<file path="config.mk">
export PLATFORM = sky130hd
export DESIGN_NAME = sha256_stream_hasher_top
export DESIGN_NICKNAME = d
export VERILOG_FILES = /design/src/sha_pkg.sv /design/src/sha_dp.sv /design/src/sha_ctrl.sv /design/src/sha256_stream_hasher_top.sv
export SDC_FILE = /design/constraint.sdc
export NUM_CORES = 2
export LEC_CHECK = 0
export ABC_CLOCK_PERIOD_IN_PS = 13100
export BUFFER_PORTS_ARGS = -buffer_cell sky130_fd_sc_hd__buf_2
export CAP_MARGIN = 5
export CORE_ASPECT_RATIO = 0.5
export CORE_MARGIN = 2
export CORE_UTILIZATION = 55
export DETAILED_ROUTE_END_ITERATION = 16
export PLACE_DENSITY = 0.79
export SLEW_MARGIN = 20
export SYNTH_ARGS = -nofsm -noshare
export SYNTH_HDL_FRONTEND = slang
export SYNTH_SLANG_ARGS = --single-unit
</file>
<file path="constraint.sdc">
create_clock -name aclk -period 13.1 [get_ports aclk]
set_input_delay 0.655 -clock aclk [delete_from_list [all_inputs] [get_ports aclk]]
set_output_delay 0.655 -clock aclk [all_outputs]
set_load 0.03 [all_outputs]
</file>
<file path="src/sha_pkg.sv">
// shared types, constants and round functions for the sha-256 stream hasher
package sha_pkg;

    // byte source for a chunk write
    typedef enum logic [1:0] {
        SRC_DATA = 2'd0,
        SRC_PAD  = 2'd1,
        SRC_ZERO = 2'd2,
        SRC_LEN  = 2'd3
    } byte_src_t;

    // commands from controller to datapath
    typedef struct packed {
        logic      put;
        byte_src_t src;
        logic      count_len;
        logic      load;
        logic      round;
        logic      fin;
        logic      out_step;
        logic      clear;
    } dp_cmd_t;

    // status from datapath to controller
    typedef struct packed {
        logic [5:0] pos;
        logic       round_last;
        logic       word_last;
    } dp_stat_t;

    localparam logic [31:0] INIT_HASH [8] = '{
        32'h6a09e667, 32'hbb67ae85, 32'h3c6ef372, 32'ha54ff53a,
        32'h510e527f, 32'h9b05688c, 32'h1f83d9ab, 32'h5be0cd19
    };

    localparam logic [31:0] ROUND_K [64] = '{
        32'h428a2f98, 32'h71374491, 32'hb5c0fbcf, 32'he9b5dba5,
        32'h3956c25b, 32'h59f111f1, 32'h923f82a4, 32'hab1c5ed5,
        32'hd807aa98, 32'h12835b01, 32'h243185be, 32'h550c7dc3,
        32'h72be5d74, 32'h80deb1fe, 32'h9bdc06a7, 32'hc19bf174,
        32'he49b69c1, 32'hefbe4786, 32'h0fc19dc6, 32'h240ca1cc,
        32'h2de92c6f, 32'h4a7484aa, 32'h5cb0a9dc, 32'h76f988da,
        32'h983e5152, 32'ha831c66d, 32'hb00327c8, 32'hbf597fc7,
        32'hc6e00bf3, 32'hd5a79147, 32'h06ca6351, 32'h14292967,
        32'h27b70a85, 32'h2e1b2138, 32'h4d2c6dfc, 32'h53380d13,
        32'h650a7354, 32'h766a0abb, 32'h81c2c92e, 32'h92722c85,
        32'ha2bfe8a1, 32'ha81a664b, 32'hc24b8b70, 32'hc76c51a3,
        32'hd192e819, 32'hd6990624, 32'hf40e3585, 32'h106aa070,
        32'h19a4c116, 32'h1e376c08, 32'h2748774c, 32'h34b0bcb5,
        32'h391c0cb3, 32'h4ed8aa4a, 32'h5b9cca4f, 32'h682e6ff3,
        32'h748f82ee, 32'h78a5636f, 32'h84c87814, 32'h8cc70208,
        32'h90befffa, 32'ha4506ceb, 32'hbef9a3f7, 32'hc67178f2
    };

    localparam logic [7:0]  PAD_BYTE  = 8'h80;
    localparam logic [5:0]  LEN_POS   = 6'd56;
    localparam logic [5:0]  LAST_POS  = 6'd63;
    localparam logic [5:0]  LAST_RND  = 6'd63;
    localparam logic [5:0]  SCHED_RND = 6'd16;
    localparam logic [63:0] BYTE_BITS = 64'd8;

    function automatic logic [31:0] ror(input logic [31:0] x, input int n);
        ror = (x >> n) | (x << (32 - n));
    endfunction

    function automatic logic [31:0] bsig0(input logic [31:0] x);
        bsig0 = ror(x, 2) ^ ror(x, 13) ^ ror(x, 22);
    endfunction

    function automatic logic [31:0] bsig1(input logic [31:0] x);
        bsig1 = ror(x, 6) ^ ror(x, 11) ^ ror(x, 25);
    endfunction

    function automatic logic [31:0] ssig0(input logic [31:0] x);
        ssig0 = ror(x, 7) ^ ror(x, 18) ^ (x >> 3);
    endfunction

    function automatic logic [31:0] ssig1(input logic [31:0] x);
        ssig1 = ror(x, 17) ^ ror(x, 19) ^ (x >> 10);
    endfunction

endpackage

</file>
<file path="src/sha_dp.sv">
// sha-256 datapath: chunk window, schedule, round unit, chain hash, length
module sha_dp (
    input  logic              aclk,
    input  logic              aresetn,
    input  sha_pkg::dp_cmd_t  cmd,
    input  logic [7:0]        data_byte,
    output sha_pkg::dp_stat_t stat,
    output logic [31:0]       digest_word,
    output logic [2:0]        word_index
);

    logic [31:0] w_reg [16];
    logic [31:0] h_reg [8];
    logic [31:0] v_reg [8];
    logic [5:0]  pos_reg;
    logic [5:0]  rnd_reg;
    logic [2:0]  word_reg;
    logic [63:0] len_reg;

    logic [7:0]  put_byte;
    logic [31:0] sched;
    logic [31:0] wt;
    logic [31:0] t1;
    logic [31:0] t2;

    // byte selection for a chunk write
    always_comb begin
        case (cmd.src)
            sha_pkg::SRC_DATA: put_byte = data_byte;
            sha_pkg::SRC_PAD:  put_byte = sha_pkg::PAD_BYTE;
            sha_pkg::SRC_ZERO: put_byte = 8'd0;
            sha_pkg::SRC_LEN:  put_byte = len_reg[{~pos_reg[2:0], 3'b000} +: 8];
            default:           put_byte = 8'd0;
        endcase
    end

    // schedule word and round sums
    assign sched = w_reg[0] + sha_pkg::ssig0(w_reg[1]) + w_reg[9]
                 + sha_pkg::ssig1(w_reg[14]);
    assign wt    = (rnd_reg < sha_pkg::SCHED_RND) ? w_reg[0] : sched;
    assign t1    = v_reg[7] + sha_pkg::bsig1(v_reg[4])
                 + ((v_reg[4] & v_reg[5]) ^ (~v_reg[4] & v_reg[6]))
                 + sha_pkg::ROUND_K[rnd_reg] + wt;
    assign t2    = sha_pkg::bsig0(v_reg[0])
                 + ((v_reg[0] & v_reg[1]) ^ (v_reg[0] & v_reg[2]) ^ (v_reg[1] & v_reg[2]));

    // chunk window: byte writes, then a rolling schedule during rounds
    always_ff @(posedge aclk) begin
        if (cmd.put) begin
            case (pos_reg[1:0])
                2'd0:    w_reg[pos_reg[5:2]][31:24] <= put_byte;
                2'd1:    w_reg[pos_reg[5:2]][23:16] <= put_byte;
                2'd2:    w_reg[pos_reg[5:2]][15:8]  <= put_byte;
                default: w_reg[pos_reg[5:2]][7:0]   <= put_byte;
            endcase
        end else if (cmd.round) begin
            for (int i = 0; i < 15; i++) begin
                w_reg[i] <= w_reg[i + 1];
            end
            w_reg[15] <= wt;
        end
    end

    // working variables
    always_ff @(posedge aclk) begin
        if (cmd.load) begin
            v_reg <= h_reg;
        end else if (cmd.round) begin
            v_reg[7] <= v_reg[6];
            v_reg[6] <= v_reg[5];
            v_reg[5] <= v_reg[4];
            v_reg[4] <= v_reg[3] + t1;
            v_reg[3] <= v_reg[2];
            v_reg[2] <= v_reg[1];
            v_reg[1] <= v_reg[0];
            v_reg[0] <= t1 + t2;
        end
    end

    // control counters, chain hash and length
    always_ff @(posedge aclk) begin
        if (!aresetn || cmd.clear) begin
            h_reg    <= sha_pkg::INIT_HASH;
            pos_reg  <= '0;
            rnd_reg  <= '0;
            word_reg <= '0;
            len_reg  <= '0;
        end else begin
            if (cmd.put) begin
                pos_reg <= pos_reg + 6'd1;
            end
            if (cmd.count_len) begin
                len_reg <= len_reg + sha_pkg::BYTE_BITS;
            end
            if (cmd.load) begin
                rnd_reg <= '0;
            end else if (cmd.round) begin
                rnd_reg <= rnd_reg + 6'd1;
            end
            if (cmd.fin) begin
                for (int i = 0; i < 8; i++) begin
                    h_reg[i] <= h_reg[i] + v_reg[i];
                end
            end
            if (cmd.out_step) begin
                word_reg <= word_reg + 3'd1;
            end
        end
    end

    assign stat.pos        = pos_reg;
    assign stat.round_last = (rnd_reg == sha_pkg::LAST_RND);
    assign stat.word_last  = (word_reg == 3'd7);
    assign digest_word     = h_reg[word_reg];
    assign word_index      = word_reg;

endmodule

</file>
<file path="src/sha_ctrl.sv">
// sha-256 controller: intake, padding, compression and digest sequencing
module sha_ctrl (
    input  logic              aclk,
    input  logic              aresetn,
    input  logic              s_valid,
    output logic              s_ready,
    input  logic              s_byte_valid,
    input  logic              s_last,
    output logic              m_valid,
    input  logic              m_ready,
    input  sha_pkg::dp_stat_t stat,
    output sha_pkg::dp_cmd_t  cmd
);

    typedef enum logic [6:0] {
        ST_IDLE  = 7'b0000001,
        ST_COMP  = 7'b0000010,
        ST_FIN   = 7'b0000100,
        ST_PAD1  = 7'b0001000,
        ST_PADZ  = 7'b0010000,
        ST_PADL  = 7'b0100000,
        ST_OUT   = 7'b1000000
    } state_t;

    state_t state_reg, state_next;
    state_t resume_reg, resume_next;

    logic full;

    assign full    = (stat.pos == sha_pkg::LAST_POS);
    assign s_ready = (state_reg == ST_IDLE);
    assign m_valid = (state_reg == ST_OUT);

    // next state and datapath commands
    always_comb begin
        state_next  = state_reg;
        resume_next = resume_reg;
        cmd         = '0;
        cmd.src     = sha_pkg::SRC_DATA;
        case (state_reg)
            ST_IDLE: begin
                if (s_valid) begin
                    if (s_byte_valid) begin
                        cmd.put       = 1'b1;
                        cmd.count_len = 1'b1;
                    end
                    if (s_byte_valid && full) begin
                        cmd.load    = 1'b1;
                        state_next  = ST_COMP;
                        resume_next = s_last ? ST_PAD1 : ST_IDLE;
                    end else if (s_last) begin
                        state_next = ST_PAD1;
                    end
                end
            end
            ST_PAD1: begin
                cmd.put = 1'b1;
                cmd.src = sha_pkg::SRC_PAD;
                if (full) begin
                    cmd.load    = 1'b1;
                    state_next  = ST_COMP;
                    resume_next = ST_PADZ;
                end else begin
                    state_next = ST_PADZ;
                end
            end
            ST_PADZ: begin
                if (stat.pos == sha_pkg::LEN_POS) begin
                    state_next = ST_PADL;
                end else begin
                    cmd.put = 1'b1;
                    cmd.src = sha_pkg::SRC_ZERO;
                    if (full) begin
                        cmd.load    = 1'b1;
                        state_next  = ST_COMP;
                        resume_next = ST_PADZ;
                    end
                end
            end
            ST_PADL: begin
                cmd.put = 1'b1;
                cmd.src = sha_pkg::SRC_LEN;
                if (full) begin
                    cmd.load    = 1'b1;
                    state_next  = ST_COMP;
                    resume_next = ST_OUT;
                end
            end
            ST_COMP: begin
                cmd.round = 1'b1;
                if (stat.round_last) begin
                    state_next = ST_FIN;
                end
            end
            ST_FIN: begin
                cmd.fin    = 1'b1;
                state_next = resume_reg;
            end
            ST_OUT: begin
                if (m_ready) begin
                    if (stat.word_last) begin
                        cmd.clear  = 1'b1;
                        state_next = ST_IDLE;
                    end else begin
                        cmd.out_step = 1'b1;
                    end
                end
            end
            default: begin
                state_next = ST_IDLE;
            end
        endcase
    end

    always_ff @(posedge aclk) begin
        if (!aresetn) begin
            state_reg  <= ST_IDLE;
            resume_reg <= ST_IDLE;
        end else begin
            state_reg  <= state_next;
            resume_reg <= resume_next;
        end
    end

    // the last of a chunk's 64 rounds always leads straight to the chain update
    a_round_fin: assert property (@(posedge aclk) disable iff (!aresetn)
        (state_reg == ST_COMP && stat.round_last) |=> (state_reg == ST_FIN))
        else $error("compression did not end in chain update");

    // intake and digest output never overlap
    a_no_overlap: assert property (@(posedge aclk) disable iff (!aresetn)
        !(s_ready && m_valid))
        else $error("intake open during digest output");

    // final digest transfer returns to intake with a fresh chain
    a_out_done: assert property (@(posedge aclk) disable iff (!aresetn)
        (m_valid && m_ready && stat.word_last) |=> (s_ready && stat.pos == 6'd0))
        else $error("digest end did not restart hasher");

    // a full chunk write always starts a compression
    a_full_comp: assert property (@(posedge aclk) disable iff (!aresetn)
        (cmd.put && full) |=> (state_reg == ST_COMP))
        else $error("full chunk not compressed");

endmodule

</file>
<file path="src/sha256_stream_hasher_top.sv">
// top level of the sha-256 stream hasher
//
// Input channel (s_): one message byte per transfer with s_byte_valid set;
// s_last closes the message. A transfer with s_last and no byte closes the
// message without adding one (an empty message if nothing came before).
// Output channel (m_): after a closed message, eight transfers carry the
// digest words, m_word_index 0 to 7, m_last_word set on the eighth.
// Intake: every 64th byte also starts a compression of the chunk and a
// chain update, during which s_ready is low. The round unit does one
// round a cycle.
// After the last transfer: padding writes one byte a cycle up to the end
// of the chunk, but for a state without a write before the length bytes,
// and is held by a compression whenever a chunk fills first; the last
// compression and chain update precede m_valid.
// While the receiver stalls the digest word holds and no input is taken.
// After the eighth word the hasher returns to the initial hash state.
// Reset (aresetn low, synchronous) clears the hasher to the same state.
module sha256_stream_hasher_top (
    input  logic        aclk,
    input  logic        aresetn,
    input  logic        s_valid,
    output logic        s_ready,
    input  logic [7:0]  s_data_byte,
    input  logic        s_byte_valid,
    input  logic        s_last,
    output logic        m_valid,
    input  logic        m_ready,
    output logic [31:0] m_digest_word,
    output logic [2:0]  m_word_index,
    output logic        m_last_word
);

    sha_pkg::dp_cmd_t  cmd;
    sha_pkg::dp_stat_t stat;

    sha_dp u_dp (
        .aclk        (aclk),
        .aresetn     (aresetn),
        .cmd         (cmd),
        .data_byte   (s_data_byte),
        .stat        (stat),
        .digest_word (m_digest_word),
        .word_index  (m_word_index)
    );

    sha_ctrl u_ctrl (
        .aclk         (aclk),
        .aresetn      (aresetn),
        .s_valid      (s_valid),
        .s_ready      (s_ready),
        .s_byte_valid (s_byte_valid),
        .s_last       (s_last),
        .m_valid      (m_valid),
        .m_ready      (m_ready),
        .stat         (stat),
        .cmd          (cmd)
    );

    assign m_last_word = stat.word_last;

endmodule

</file>
# [After elaboration in Yosys (flattened, before gate mapping)]
# Memory sizes are Yosys's and may differ from the RTL's.
# Index checks and enable logic that the tools add are counted.
[op_classes] n_addsub=22 multipliers=0 magnitude_cmp=3 reduce_logical=13 n_div=0 n_eq_ne=24 n_mux=61 shifts=1 bitwise=30
[op_table] op="adder 32 bit" n=18
[op_table] op="two-way mux 256 bit" n=2
[op_table] op="bitwise XOR 32 bit" n=9
[op_table] op="two-way mux 32 bit" n=6
[op_table] op="AND 32 bit" n=5
[op_table] op="binary-select mux 32 bit (select 3 bit)" n=1
[op_table] op="two-way mux 7 bit" n=13
[op_table] op="adder 64 x 4 -> 64 bit (second input constant)" n=1
[op_table] op="indexed part select 64 x 7 -> 8 bit" n=1
[op_table] op="case mux 7 bit (7 select lines)" n=1
[op_table] op="inverter 32 bit" n=1
[op_table] op="bitwise OR 10 x 32 -> 32 bit" n=1
[op_table] op="bitwise OR 13 x 32 -> 32 bit" n=1
[op_table] op="bitwise OR 14 x 32 -> 32 bit" n=1
[op_table] op="bitwise OR 15 x 32 -> 32 bit" n=1
[op_table] op="bitwise OR 19 x 32 -> 32 bit" n=1
[op_table] op="bitwise OR 21 x 32 -> 32 bit" n=1
[op_table] op="bitwise OR 25 x 32 -> 32 bit" n=1
[op_table] op="bitwise OR 26 x 32 -> 32 bit" n=1
[op_table] op="bitwise OR 30 x 32 -> 32 bit" n=1
[op_table] op="bitwise OR 7 x 32 -> 32 bit" n=1
[op_table] op="case mux 8 bit (4 select lines)" n=1
[op_table] op="OR reduction 32 bit" n=1
[op_table] op="bitwise XOR 32 x 22 -> 32 bit" n=1
[op_table] op="other kinds (40)" n=83
[word_totals] latch_bits=0 register_bits=605 wordCells=178 romBits=2048 out_inout_bits=38 n_memories=2 mem_bits_rw=512 inputBits=14
[mem_list] name="(name not given)" words=64 width=32 read_ports=1 rd_ports_with_merged_regs=0 wr=0 line_no="sha_dp.sv:43" source="+ sha_pkg::ROUND_K[rnd_reg] + wt;"
[mem_list] name="u_dp.w_reg" words=16 width=32 read_ports=16 rd_ports_with_merged_regs=0 wr=16 line_no="sha_dp.sv:12" source="logic [31:0] w_reg [16];"

# [Logic depth before layout (Yosys ltp)]
# An unclocked memory read counts as a cell.
[logic_depth] ltp_word=12 mapped_depth=46 ltp_nobuf=46

# [By module]
# A second synthesis with hierarchy kept.
[unflattened] hier_cells=7282 hier_area_um2=73938.4
[modules_own_cells] mod="sha_dp" area_each_um2=73135.1 cells_per_inst=7178 instances=1 seq_area_each_um2=29708.5
[modules_own_cells] mod="sha_ctrl" area_each_um2=803.3 cells_per_inst=104 instances=1 seq_area_each_um2=220.2

# [Least setup slack after synthesis]
# Ideal clock, no wire load.
[synth_path] path_type="register to register" from="memory u_dp.w_reg[14][20]" to="register u_dp.v_reg[255] (netlist name), data pin" arrival_time_ps=8952 setup_slack_ps=3878 t_required_ps=12830 n_path_buf=1 stages_incl_launch_ff=45 synth_period_minus_slack_ps=9222 setup_ps=270 path_cell_list="edfxtp_1 -> xnor2_1 -> xnor2_1 -> fa_1 -> inv_1 -> fa_1 -> inv_1 -> ha_1 -> fa_1 -> a211oi_1 -> o21ai_1 -> a31o_2 -> a21o_1 -> a21oi_1 -> xor2_1 -> nor2_1 -> a21oi_1 -> fa_1 -> [... 9 more ...] -> a21oi_1 -> a2111oi_0 -> o21ai_1 -> nand2b_1 -> nand2_1 -> a21oi_1 -> xor2_1 -> fa_1 -> ha_1 -> clkbuf_1 -> a21o_1 -> a21oi_1 -> o21ai_0 -> a21oi_1 -> o31ai_1 -> xnor2_1 -> xnor2_1 -> a21oi_1"
[synth_lines] element="start: declaration" line_no="sha_dp.sv:12"
[synth_lines] element="end signal: assignment" line_no="sha_dp.sv:67" source="v_reg <= h_reg;"
[synth_lines] element="end: declaration" line_no="sha_dp.sv:14" source="logic [31:0] v_reg [8];"

==> out/metrics.yaml <==
status: "completed"
postSynthCellCount: 7555
drive_above_1_share_pct: 6.47
dieHeight_um: 262
ctsResizeCount: 0
tightest_slew_ns: 1.25
largest_reg_flops: 512
nFillCells: 11000
setup.worst_path.start: "u_dp.w_reg[14][18]"
vias: 58000
worstPathArrival_ns: 11.36
synth_mux_area_share_pct: 3.87
synthesis.area_um2: 73500
crit_type: "reg -> reg"
drv_slew: 0
cp_top_family: "adder cells"
max_freq_mhz: 91.7
ys_ff_latch: 1111
post_cts_buffers: 0
ys_dominant_reg_cell: "edfxtp_1"
cp.required_ns: 13.55
seqCellArea_um2: 29900
synth-compound-area-share_pct: 18.8
die_area_um2: 137000
numCtsBuffers: 102
synth_top_family_by_area: "compound AO/OA/AOI/OAI gates"
drv_cap: 0
dr.pass1.iters: 7
first_global_vias: 54200
setup_viol: 0
min_path_type: "in -> reg"
start_kind: "register"
cpMostUsedCell: "fa_1"
synth-simple-area-share_pct: 12.7
numClockSinks: 1111
clkLatencyLatePin_ns: 0.74
synth_edf_count: 768
slew_headroom_pct: 15.9
hold_buffers: 0
crit_fanout: 6
ys_warn_count: 0
gr-total-overflow: 0
start_util_pct: 55.6
grt_max_degree: 224
reg2reg_from: "u_dp.w_reg[14][18]"
grt_pass1_wl_um: 328000
min_period_over_period_pct: 83.3
antenna_found_initial: 6
ant_nets: 0
cts_root_buf: "clkbuf_16"
cts_max_path_buffers: 3
drt_wl_total_um: 215000
place_hpwl_um: 153000
multi_input_area_um2: 40800
timing.hold.ws_ns: 0.230
first_iter_violations: 7204
tns_ns: 0
synthesis.nets: 8175
reg2regPathDepth: 42
port_buffers: 51
hold_viol: 0
vias_per_cell: 6.30
async_flop_share_pct: 0
endpoint_kind: "register"
globalplace.congestion: 0.995
yosysSeqAreaShare_pct: 40.7
worst-path-buf-inv: 5
power.density_nw_per_um2: 102
core-area_um2: 132000
io_pins: 52
fin_area_um2: 78500
fin_crit_ns: 10.91
regToRegSetupSlack_ns: 2.19
dpl-instance-area_um2: 75100
timing.rr.end: "u_dp.v_reg[253]"
skew_ns: 0.0397
p_leak_nw: 32.3
synthAdderAreaFrac_pct: 12.6
synth-xor-area-share_pct: 7.36
cp.depth: 42
slowest_stage: "fa_1"
drc: 0
htree_levels: 3
ys_types: 98
rows: 94
area_delta_synth_final_pct: 6.87
ir_drop_mv: 0.0932
nets: 7970
dieWidth_um: 521
path_clk_slew_ns: 0.07
max_stage_delay_ns: 0.57
avgRoutedWirePerCell_um: 23.3
power_mw: 7.98
cts_tree: "yes"
avgSynthCellArea_um2: 9.73
grt_usage_pct: 31.0
worstSetupEndpoint: "u_dp.v_reg[253]"
rsz0062_at_grt: "false"
[worst min path at each step]
stage                              start                    to  slack, ns  depth (start not counted)
detailed placement  u_ctrl.resume_reg[3]  u_ctrl.resume_reg[3]       0.46                          2
CTS                               s_last  u_ctrl.resume_reg[3]       0.20                          3
global route                      s_last  u_ctrl.resume_reg[0]       0.23                          2
global placement    u_ctrl.resume_reg[3]  u_ctrl.resume_reg[3]       0.45                          2
finish                            s_last  u_ctrl.resume_reg[3]       0.23                          3
floorplan           u_ctrl.resume_reg[3]  u_ctrl.resume_reg[3]       0.44                          2
[power by group]
part / total [mW] / internal [mW] / switching [mW]
Clock: 3.17 / 1.76 / 1.40
Combinational: 0.993 / 0.412 / 0.581
Sequential: 3.82 / 3.80 / 0.0173
Total: 7.98 / 5.98 / 2.00
[stage by stage]
step                      cells  utilization [%]  worst slack [ns]
after floorplan            7555                -              3.88
after global placement     9021             56.9              2.34
after detailed placement   9021             56.9              2.18
after CTS                  9210             59.5              2.12
after global routing       9211             59.5              1.57
final                      9213             59.5              2.19
[logic make-up after synthesis]
kind of cell             after synthesis
buffers and inverters                782
AND/OR/NAND/NOR                     2121
adder cells (fa/ha/maj)              624
flip-flops                          1111
multiplexers                         172
XOR/XNOR                             617
AO/OA/AOI/OAI                       2128
[placed cells by master, fill, tap and decap left out, types with 42 or more instances in the layout]
cell type / count
a21o_1: 598
a21oi_1: 500
and3_1: 42
buf_2: 51
buf_4: 66
clkbuf_16: 103
dfxtp_1: 337
edfxtp_1: 768
fa_1: 197
ha_1: 409
inv_1: 346
mux2i_1: 46
mux4_2: 86
nand2_1: 1207
nand2b_1: 77
nand3_1: 112
nor2_1: 340
nor2b_1: 73
nor3_1: 73
o211ai_1: 117
o21a_1: 108
o21ai_0: 362
o21ai_1: 87
o21bai_1: 58
xnor2_1: 398
xor2_1: 218
[tightest hold or removal path: stages]
cell and delay, ns:
buf_2 0.12, nand4_1 0.07, a21boi_0 0.07
[layout make-up]
cell class / count / area share (%)
Antenna cell: 2 / 0.00637
Clock buffer: 127 / 3.50
Clock inverter: 62 / 0.879
Inverter: 350 / 1.67
Multi-Input combinational cell: 5662 / 51.9
Sequential cell: 1111 / 38.1
Tap cell: 1776 / 2.83
Timing Repair Buffer: 123 / 1.09
[layer usage]
layer / GRT usage (%) / wire (um)
met5: 0 / 0
met4: 10.1 / 8100
met3: 5.57 / 23500
met2: 47.5 / 94900
met1: 44.4 / 88500
[Yosys cell counts, types with 58 or more instances]
master,number,area share [%]
nor2_1,347,1.8
nor2b_1,73,0.62
o211ai_1,117,1.2
o21a_1,109,1.1
nor3_1,73,0.50
mux4_2,86,2.6
edfxtp_1,768,31
inv_1,346,1.8
xnor2_1,398,4.7
nand2_1,1209,6.2
ha_1,409,7.0
a21oi_1,503,3.4
xor2_1,218,2.6
o21bai_1,58,0.59
nand2b_1,77,0.66
a21o_1,598,6.1
nand3_1,114,0.78
dfxtp_1,343,9.3
o21ai_0,410,2.8
fa_1,197,5.4
clkbuf_1,374,1.9
Power figures use the tool's default switching activity.
